[src/hdl/cst_pkg.sv]
// Shared constants for the chunk slot table: defaults, opcodes and stream widths.
`timescale 1ns / 1ps
`default_nettype none
package cst_pkg;

  localparam int SLOT_COUNT_DEF = 32;
  localparam int CHUNK_EDGE_DEF = 16;

  // Request kinds carried on the input tuser.
  localparam logic OP_LOAD   = 1'b0;
  localparam logic OP_LOOKUP = 1'b1;

  localparam int POS_W    = 32;
  localparam int SLOT_W   = 5;
  localparam int OFFSET_W = 12;

  localparam int S_DATA_W = 3 * POS_W;
  localparam int S_USER_W = 1;
  localparam int M_DATA_W = ((SLOT_W + OFFSET_W + 7) / 8) * 8;
  localparam int M_USER_W = 1;

endpackage
`default_nettype wire

[src/hdl/cst_ram.sv]
// Generic single-write, single-read RAM with a registered read port.
`timescale 1ns / 1ps
`default_nettype none
module cst_ram #(
  parameter int WIDTH = 8,
  parameter int DEPTH = 32,
  parameter int ADDR_W = (DEPTH > 1) ? $clog2(DEPTH) : 1
) (
  input  wire logic              clk,
  input  wire logic              we,
  input  wire logic [ADDR_W-1:0] waddr,
  input  wire logic [WIDTH-1:0]  wdata,
  input  wire logic [ADDR_W-1:0] raddr,
  output logic      [WIDTH-1:0]  rdata
);

  logic [WIDTH-1:0] mem [DEPTH];

  always_ff @(posedge clk) begin
    if (we) begin
      mem[waddr] <= wdata;
    end
    rdata <= mem[raddr];
  end

endmodule
`default_nettype wire

[src/hdl/chunk_slot_table_top.sv]
// Top level of the chunk slot table: request decode, slot scan sequencer and result register.
//
// The block keeps SLOT_COUNT chunk slots, each a valid flag plus the aligned x/y/z chunk
// coordinates held in a small tag RAM. A request word arrives on the s_ channel: tdata
// carries the world position (x, y, z), tuser the opcode. A load claims the lowest vacant
// slot and stores the chunk coordinates; a lookup finds the lowest valid slot whose tag
// matches and reports the block offset z*EDGE*EDGE + y*EDGE + x inside that chunk.
// Every request yields exactly one result word on the m_ channel: tuser is the ok flag,
// tdata holds the slot index and the block offset (both zero when ok is low).
//
// A request is worked on alone. The sequencer walks the slots one per cycle through the shared
// tag compare and stops at the first free slot for a load or the first matching slot for a
// lookup, or else at the end of the table; the result word is then offered on the m_ channel.
// s_tready is high only while the sequencer is idle, so a new request is not accepted until
// the previous result has left the sequencer.
//
// The result word sits in an output register; a new request is accepted while it waits.
// If the receiver still stalls when the next result is ready, that result waits in the
// sequencer until the output register frees. Reset vacates every slot and empties the
// output register; the tag RAM is not cleared, since vacant slots are never compared.
`timescale 1ns / 1ps
`default_nettype none
module chunk_slot_table_top #(
  parameter int SLOT_COUNT = cst_pkg::SLOT_COUNT_DEF,
  parameter int CHUNK_EDGE = cst_pkg::CHUNK_EDGE_DEF
) (
  input  wire logic                         clk,
  input  wire logic                         rst,
  input  wire logic                         s_tvalid,
  output logic                              s_tready,
  // pos_x [31:0], pos_y [63:32], pos_z [95:64]
  input  wire logic [cst_pkg::S_DATA_W-1:0] s_tdata,
  // opcode [0]
  input  wire logic [cst_pkg::S_USER_W-1:0] s_tuser,
  output logic                              m_tvalid,
  input  wire logic                         m_tready,
  // slot_index [4:0], block_offset [16:5], zero fill [23:17]
  output logic      [cst_pkg::M_DATA_W-1:0] m_tdata,
  // ok [0]
  output logic      [cst_pkg::M_USER_W-1:0] m_tuser
);

  import cst_pkg::*;

  localparam int EDGE_W  = $clog2(CHUNK_EDGE);
  localparam int TAG_W   = POS_W - EDGE_W;
  localparam int IDX_W   = (SLOT_COUNT > 1) ? $clog2(SLOT_COUNT) : 1;
  localparam int CNT_W   = $clog2(SLOT_COUNT + 1);
  localparam int RAM_W   = 3 * TAG_W;
  localparam int LOCAL_W = 3 * EDGE_W;

  localparam logic [1:0] ST_IDLE = 2'd0;
  localparam logic [1:0] ST_SCAN = 2'd1;
  localparam logic [1:0] ST_OUT  = 2'd2;

  logic [1:0] state, state_next;

  // Request held for the duration of the scan.
  logic                req_op;
  logic [RAM_W-1:0]    req_tag;
  logic [OFFSET_W-1:0] req_off;

  logic [SLOT_COUNT-1:0] slot_valid;
  logic [CNT_W-1:0]      idx;
  logic                  pend;
  logic [IDX_W-1:0]      pend_idx;

  logic                res_ok;
  logic [IDX_W-1:0]    res_idx;
  logic [OFFSET_W-1:0] res_off;

  logic [RAM_W-1:0] ram_rdata;
  logic [IDX_W-1:0] scan_addr;
  logic             scan_live;
  logic             load_hit;
  logic             look_hit;
  logic             scan_end;
  logic             ram_we;

  logic [POS_W-1:0]          in_x, in_y, in_z;
  logic [LOCAL_W-1:0]        in_local;
  logic [LOCAL_W+OFFSET_W-1:0] in_local_wide;
  logic [IDX_W+SLOT_W-1:0]   slot_wide;

  assign in_x = s_tdata[POS_W-1:0];
  assign in_y = s_tdata[2*POS_W-1:POS_W];
  assign in_z = s_tdata[3*POS_W-1:2*POS_W];

  // In-chunk coordinates packed z:y:x are exactly z*EDGE*EDGE + y*EDGE + x.
  assign in_local      = {in_z[EDGE_W-1:0], in_y[EDGE_W-1:0], in_x[EDGE_W-1:0]};
  assign in_local_wide = {{OFFSET_W{1'b0}}, in_local};

  assign s_tready  = (state == ST_IDLE);
  assign scan_addr = idx[IDX_W-1:0];
  assign scan_live = (state == ST_SCAN) && (idx != CNT_W'(SLOT_COUNT));

  // Load: the first vacant slot met in the walk is taken.
  assign load_hit = scan_live && (req_op == OP_LOAD) && !slot_valid[scan_addr];
  assign ram_we   = load_hit;

  // Lookup: the tag read last cycle is compared against the request.
  assign look_hit = (state == ST_SCAN) && (req_op == OP_LOOKUP) && pend &&
                    slot_valid[pend_idx] && (ram_rdata == req_tag);

  assign scan_end = (state == ST_SCAN) && !scan_live && !pend;

  cst_ram #(
    .WIDTH (RAM_W),
    .DEPTH (SLOT_COUNT)
  ) u_tag_ram (
    .clk   (clk),
    .we    (ram_we),
    .waddr (scan_addr),
    .wdata (req_tag),
    .raddr (scan_addr),
    .rdata (ram_rdata)
  );

  always_comb begin
    state_next = state;
    case (state)
      ST_IDLE: begin
        if (s_tvalid) begin
          state_next = ST_SCAN;
        end
      end
      ST_SCAN: begin
        if (load_hit || look_hit || scan_end) begin
          state_next = ST_OUT;
        end
      end
      ST_OUT: begin
        if (!m_tvalid || m_tready) begin
          state_next = ST_IDLE;
        end
      end
      default: begin
        state_next = ST_IDLE;
      end
    endcase
  end

  always_ff @(posedge clk) begin
    if (rst) begin
      state      <= ST_IDLE;
      slot_valid <= '0;
      pend       <= 1'b0;
      m_tvalid   <= 1'b0;
    end else begin
      state <= state_next;
      if (load_hit) begin
        slot_valid[scan_addr] <= 1'b1;
      end
      if (state == ST_SCAN) begin
        pend <= scan_live && (req_op == OP_LOOKUP);
      end else begin
        pend <= 1'b0;
      end
      if (state == ST_OUT && (!m_tvalid || m_tready)) begin
        m_tvalid <= 1'b1;
      end else if (m_tready) begin
        m_tvalid <= 1'b0;
      end
    end
  end

  // Datapath registers; no reset needed.
  always_ff @(posedge clk) begin
    if (state == ST_IDLE && s_tvalid) begin
      req_op  <= s_tuser[0];
      req_tag <= {in_z[POS_W-1:EDGE_W], in_y[POS_W-1:EDGE_W], in_x[POS_W-1:EDGE_W]};
      req_off <= in_local_wide[OFFSET_W-1:0];
      idx     <= '0;
    end else if (scan_live) begin
      idx <= idx + CNT_W'(1);
    end
    pend_idx <= scan_addr;

    if (load_hit) begin
      res_ok  <= 1'b1;
      res_idx <= scan_addr;
      res_off <= '0;
    end else if (look_hit) begin
      res_ok  <= 1'b1;
      res_idx <= pend_idx;
      res_off <= req_off;
    end else if (scan_end) begin
      res_ok  <= 1'b0;
      res_idx <= '0;
      res_off <= '0;
    end

    if (state == ST_OUT && (!m_tvalid || m_tready)) begin
      m_tuser <= M_USER_W'(res_ok);
      m_tdata <= M_DATA_W'({res_off, slot_wide[SLOT_W-1:0]});
    end
  end

  assign slot_wide = {{SLOT_W{1'b0}}, res_idx};

endmodule
`default_nettype wire

[config.mk]
export PLATFORM = sky130hd
export DESIGN_NAME = chunk_slot_table_top
export DESIGN_NICKNAME = d
export VERILOG_FILES = /design/src/hdl/cst_pkg.sv /design/src/hdl/cst_ram.sv /design/src/hdl/chunk_slot_table_top.sv
export SDC_FILE = /design/constraint.sdc
export NUM_CORES = 2
export LEC_CHECK = 0
export ABC_CLOCK_PERIOD_IN_PS = 12900
export BUFFER_PORTS_ARGS = -buffer_cell sky130_fd_sc_hd__buf_2
export CAP_MARGIN = 20
export CORE_MARGIN = 2
export CORE_UTILIZATION = 35
export CTS_CLUSTER_DIAMETER = 150
export DETAILED_ROUTE_END_ITERATION = 10
export GPL_TIMING_DRIVEN = 1
export SETUP_SLACK_MARGIN = 0.05
export SYNTH_ARGS = -nofsm -noshare
export SYNTH_HDL_FRONTEND = slang
export SYNTH_SLANG_ARGS = --single-unit
[constraint.sdc]
create_clock -name clk -period 12.9 [get_ports clk]
set_input_delay 0 -clock clk [delete_from_list [all_inputs] [get_ports clk]]
set_output_delay 0 -clock clk [all_outputs]
set_load 0.01 [all_outputs]
==> impl_metrics.csv <==
group,metric,value,unit
timing,finalClockSkew,0.0806,ns
timing,final-hold-violation-count,0,
power,power,0.0237,W
synthesis,synth_top_cell_by_area,"edfxtp_1",
global_route,grt_pass1_vias,54083,
global_route,grt.total_usage,17.5,%
clock_tree,cts.sinks,2952,
timing,setup_viol,0,
routing,met2_length,132000,um
critical_path,cp_max_fo,58,
routing,wl,282000,um
place,pre_cts_slack,6.18,ns
synthesis,synth.top_cell.area_share,76.9,%
synthesis,async_reset_ff_share,0,%
power,p_sw_share,25.6,%
die,row_count,205,
worst_hold_path,hold_class,"input pin to flip-flop",
synthesis,synth_edf_count,2808,
place,portBuffers,120,
power,ir_drop,0.000119,V
synthesis,ys_types,58,
routing,vias,53066,
die,initial_core_util,35.2,%
routing,via_per_inst,5.47,
synthesis,synth-seq-cells,2952,
clock_tree,h-tree-depth,5,
synthesis,yosysWarnings,0,
clock_tree,tritoncts,"yes",
power,p_int,0.0176,W
timing,period_needed,6.72,ns
clock_tree,cts.clk_slew.worst_paths,0.06,ns
cells_and_area,area_growth,16.7,%
clock_tree,clk_path_buf_depth,4,
timing,finalCritPeriodShare,52.1,%
timing,drv_slew,0,
clock_tree,clock_latency,0.89,ns
die,io_pins,128,
die,die-area,0.318,mm2
critical_path,crit_type,"flip-flop to flip-flop",
timing,fin_ws,6.18,ns
cells_and_area,layout-drive-gt1-share,26.7,%
synthesis,syn_avg_cell_area,23.0,um2
place,dp.cells,8949,
critical_path,worstPathArrival,7.18,ns
power,pwr-share-seq,46.9,%
die,core_area,0.312,mm2
die,die_y,564,um
timing,fmax,0.149,GHz
routing,wl_met3,22400,um
timing,worstMarginPinSlew,1.19,ns
critical_path,critPathCaptureType,"flip-flop",
global_route,overflow,0,
die,fp.dieW,564,um
routing,top_signal_layer_used,"met5",
routing,drc,0,
routing,postRouteAntennaNets,0,
power,power_density,185,mW/mm2
timing,setup_tns,0,ns
cells_and_area,stdcell_count,9705,
cells_and_area,nFillCells,27094,
routing,firstDrtPassIters,8,
power,clkPwrFrac,36.5,%
critical_path,startpoint_type,"flip-flop",
synthesis,syn_inst,4759,
place,placed_cell_area,0.116,mm2
clock_tree,cts_made_buffers,306,
timing,rsz0062_at_grt,"no",
cells_and_area,layout.nets,5421,
cells_and_area,fin_area,0.128,mm2
power,p_leak,39.0,nW
timing,slew_headroom,20.9,%
power,p_switching,0.00606,W
routing,drt_iter0_markers,6362,
run,max_cap_viol_count,0,
synthesis,syn_area,0.110,mm2
power,p_comb_share,16.5,%
place,gp_congestion,0.815,
global_route,antenna_found_initial,9,
global_route,grt_max_degree,127,
place,dpl.hpwl,150000,um
synthesis,synthTopCellsByArea,"edfxtp_1 (77%), mux4_2 (14%), dfxtp_1 (2.6%)",
routing,wl_per_cell,29.1,um
synthesis,seq_area_frac_synth,79.5,%
clock_tree,root_buffer,"clkbuf_16",
critical_path,required,13.37,ns
routing,met1_length,120000,um
status,status,"complete, no violations",
clock_tree,cts_resized,0,
global_route,grt_pass1_wl,402000,um
synthesis,synth-main-ff-cell,"edfxtp_1",
## timing repair
action / CTS / global route
endpoints found under the hold margin: 186 / 0
setup buffers: 0 / 0
hold buffers: 198 / 0
setup endpoints to repair: 0 / 0
## cells in the final DEF, fill, tap and decap left out, types with 23 or more instances in the layout
cell	count
dlygate4sd3_1	198
mux4_2	684
xnor2_1	25
edfxtp_1	2808
clkinv_1	54
dfxtp_1	141
nand4_1	89
nor2_1	42
inv_1	39
a31oi_1	23
nor2_4	23
clkinv_2	49
nor2b_1	29
nor4_1	26
clkbuf_16	311
clkbuf_1	75
mux2i_1	33
a22oi_1	315
nand3_1	37
xor2_1	37
buf_4	183
buf_2	120
## per-stage QoR
stage	hold WS [ns]	utilization (%)
2_1_floorplan	0.0989	-
3_3_place_gp	0.179	37.2
3_5_place_dp	0.178	37.2
4_1_cts	0.0230	41.0
5_1_grt	0.112	41.0
6_report	0.0931	41.0
## worst paths after layout
path | startpoint | endpoint | slack [ns] | cells after the start
worst min-delay path | s_tvalid | idx[4]$_SDFFE_PP0N_ | 0.09 | 5
worst min register to register | res_idx[2]$_DFFE_PP_ | m_tdata[2]$_DFFE_PP_ | 0.38 | 0
worst max register to register | idx[1]$_SDFFE_PP0N_ | u_tag_ram.mem[6][45]$_DFFE_PP_ | 6.18 | 11
worst max-delay path | idx[1]$_SDFFE_PP0N_ | u_tag_ram.mem[6][45]$_DFFE_PP_ | 6.18 | 11
## critical path: stages (launching register included)
cell	delay (ns)
dfxtp_4	0.68
buf_4	0.81
buf_4	0.83
mux4_2	0.43
a22oi_1	0.21
and4_1	0.22
and4_1	0.25
buf_4	0.41
nand2_1	0.53
nor2_4	0.20
buf_4	0.79
buf_4	0.76
## Yosys cell counts, drive strengths merged (14+ instances only)
cell type  instances
nand2             17
o2111ai           14
buf              144
xnor2             25
edfxtp          2808
inv               49
a31oi             23
nand4             89
mux2i             33
nor4              30
nor2              65
nor2b             29
nand3             37
dfxtp            144
xor2              37
mux4             684
a22oi            315
clkbuf           122
## cell families after synthesis
logic type,count (synthesis),share of synthesized area (%)
multiplexers,730,14.5
adder cells (fa/ha/maj),4,0.0456
AO/OA/AOI/OAI,390,2.64
flip-flops,2952,79.5
XOR/XNOR,62,0.495
buffers and inverters,315,1.20
AND/OR/NAND/NOR,305,1.59
other,1,0.00342
## power by group through the flow
stage / sequential, W / combinational, W / clock [W]
floorplan: 0.0113 / 0.00261 / 0
global placement: 0.0113 / 0.00390 / 0
detailed placement: 0.0113 / 0.00392 / 0
CTS: 0.0111 / 0.00398 / 0.00881
global route: 0.0111 / 0.00417 / 0.00917
finish: 0.0111 / 0.00392 / 0.00865
## flip-flops by register name, indices dropped and copies added (netlist names)
register,cells
u_tag_ram.mem,2688
req_tag,84
u_tag_ram.rdata,84
slot_valid,32
m_tdata,17
req_off,12
res_off,12
idx,6
pend_idx,5
res_idx,5
state,2
m_tuser,1
m_tvalid,1
pend,1
req_op,1
res_ok,1
## per-layer routing
metal,vias up,track usage (%)
li1,21489,-
met1,28727,25.2
met2,2406,27.6
met3,440,3.00
met4,4,4.82
met5,-,0
## area by class of cell
class | count | area [um2] | area share [%]
Antenna cell | 5 | 12.5 | 0.00978
Clock buffer | 398 | 8230 | 6.43
Clock inverter | 154 | 1540 | 1.20
Inverter | 49 | 259 | 0.202
Multi-Input combinational cell | 1498 | 21400 | 16.7
Sequential cell | 2952 | 87200 | 68.2
Tap cell | 4140 | 5180 | 4.05
Timing Repair Buffer | 509 | 4140 | 3.24
Power figures use the tool's default switching activity.
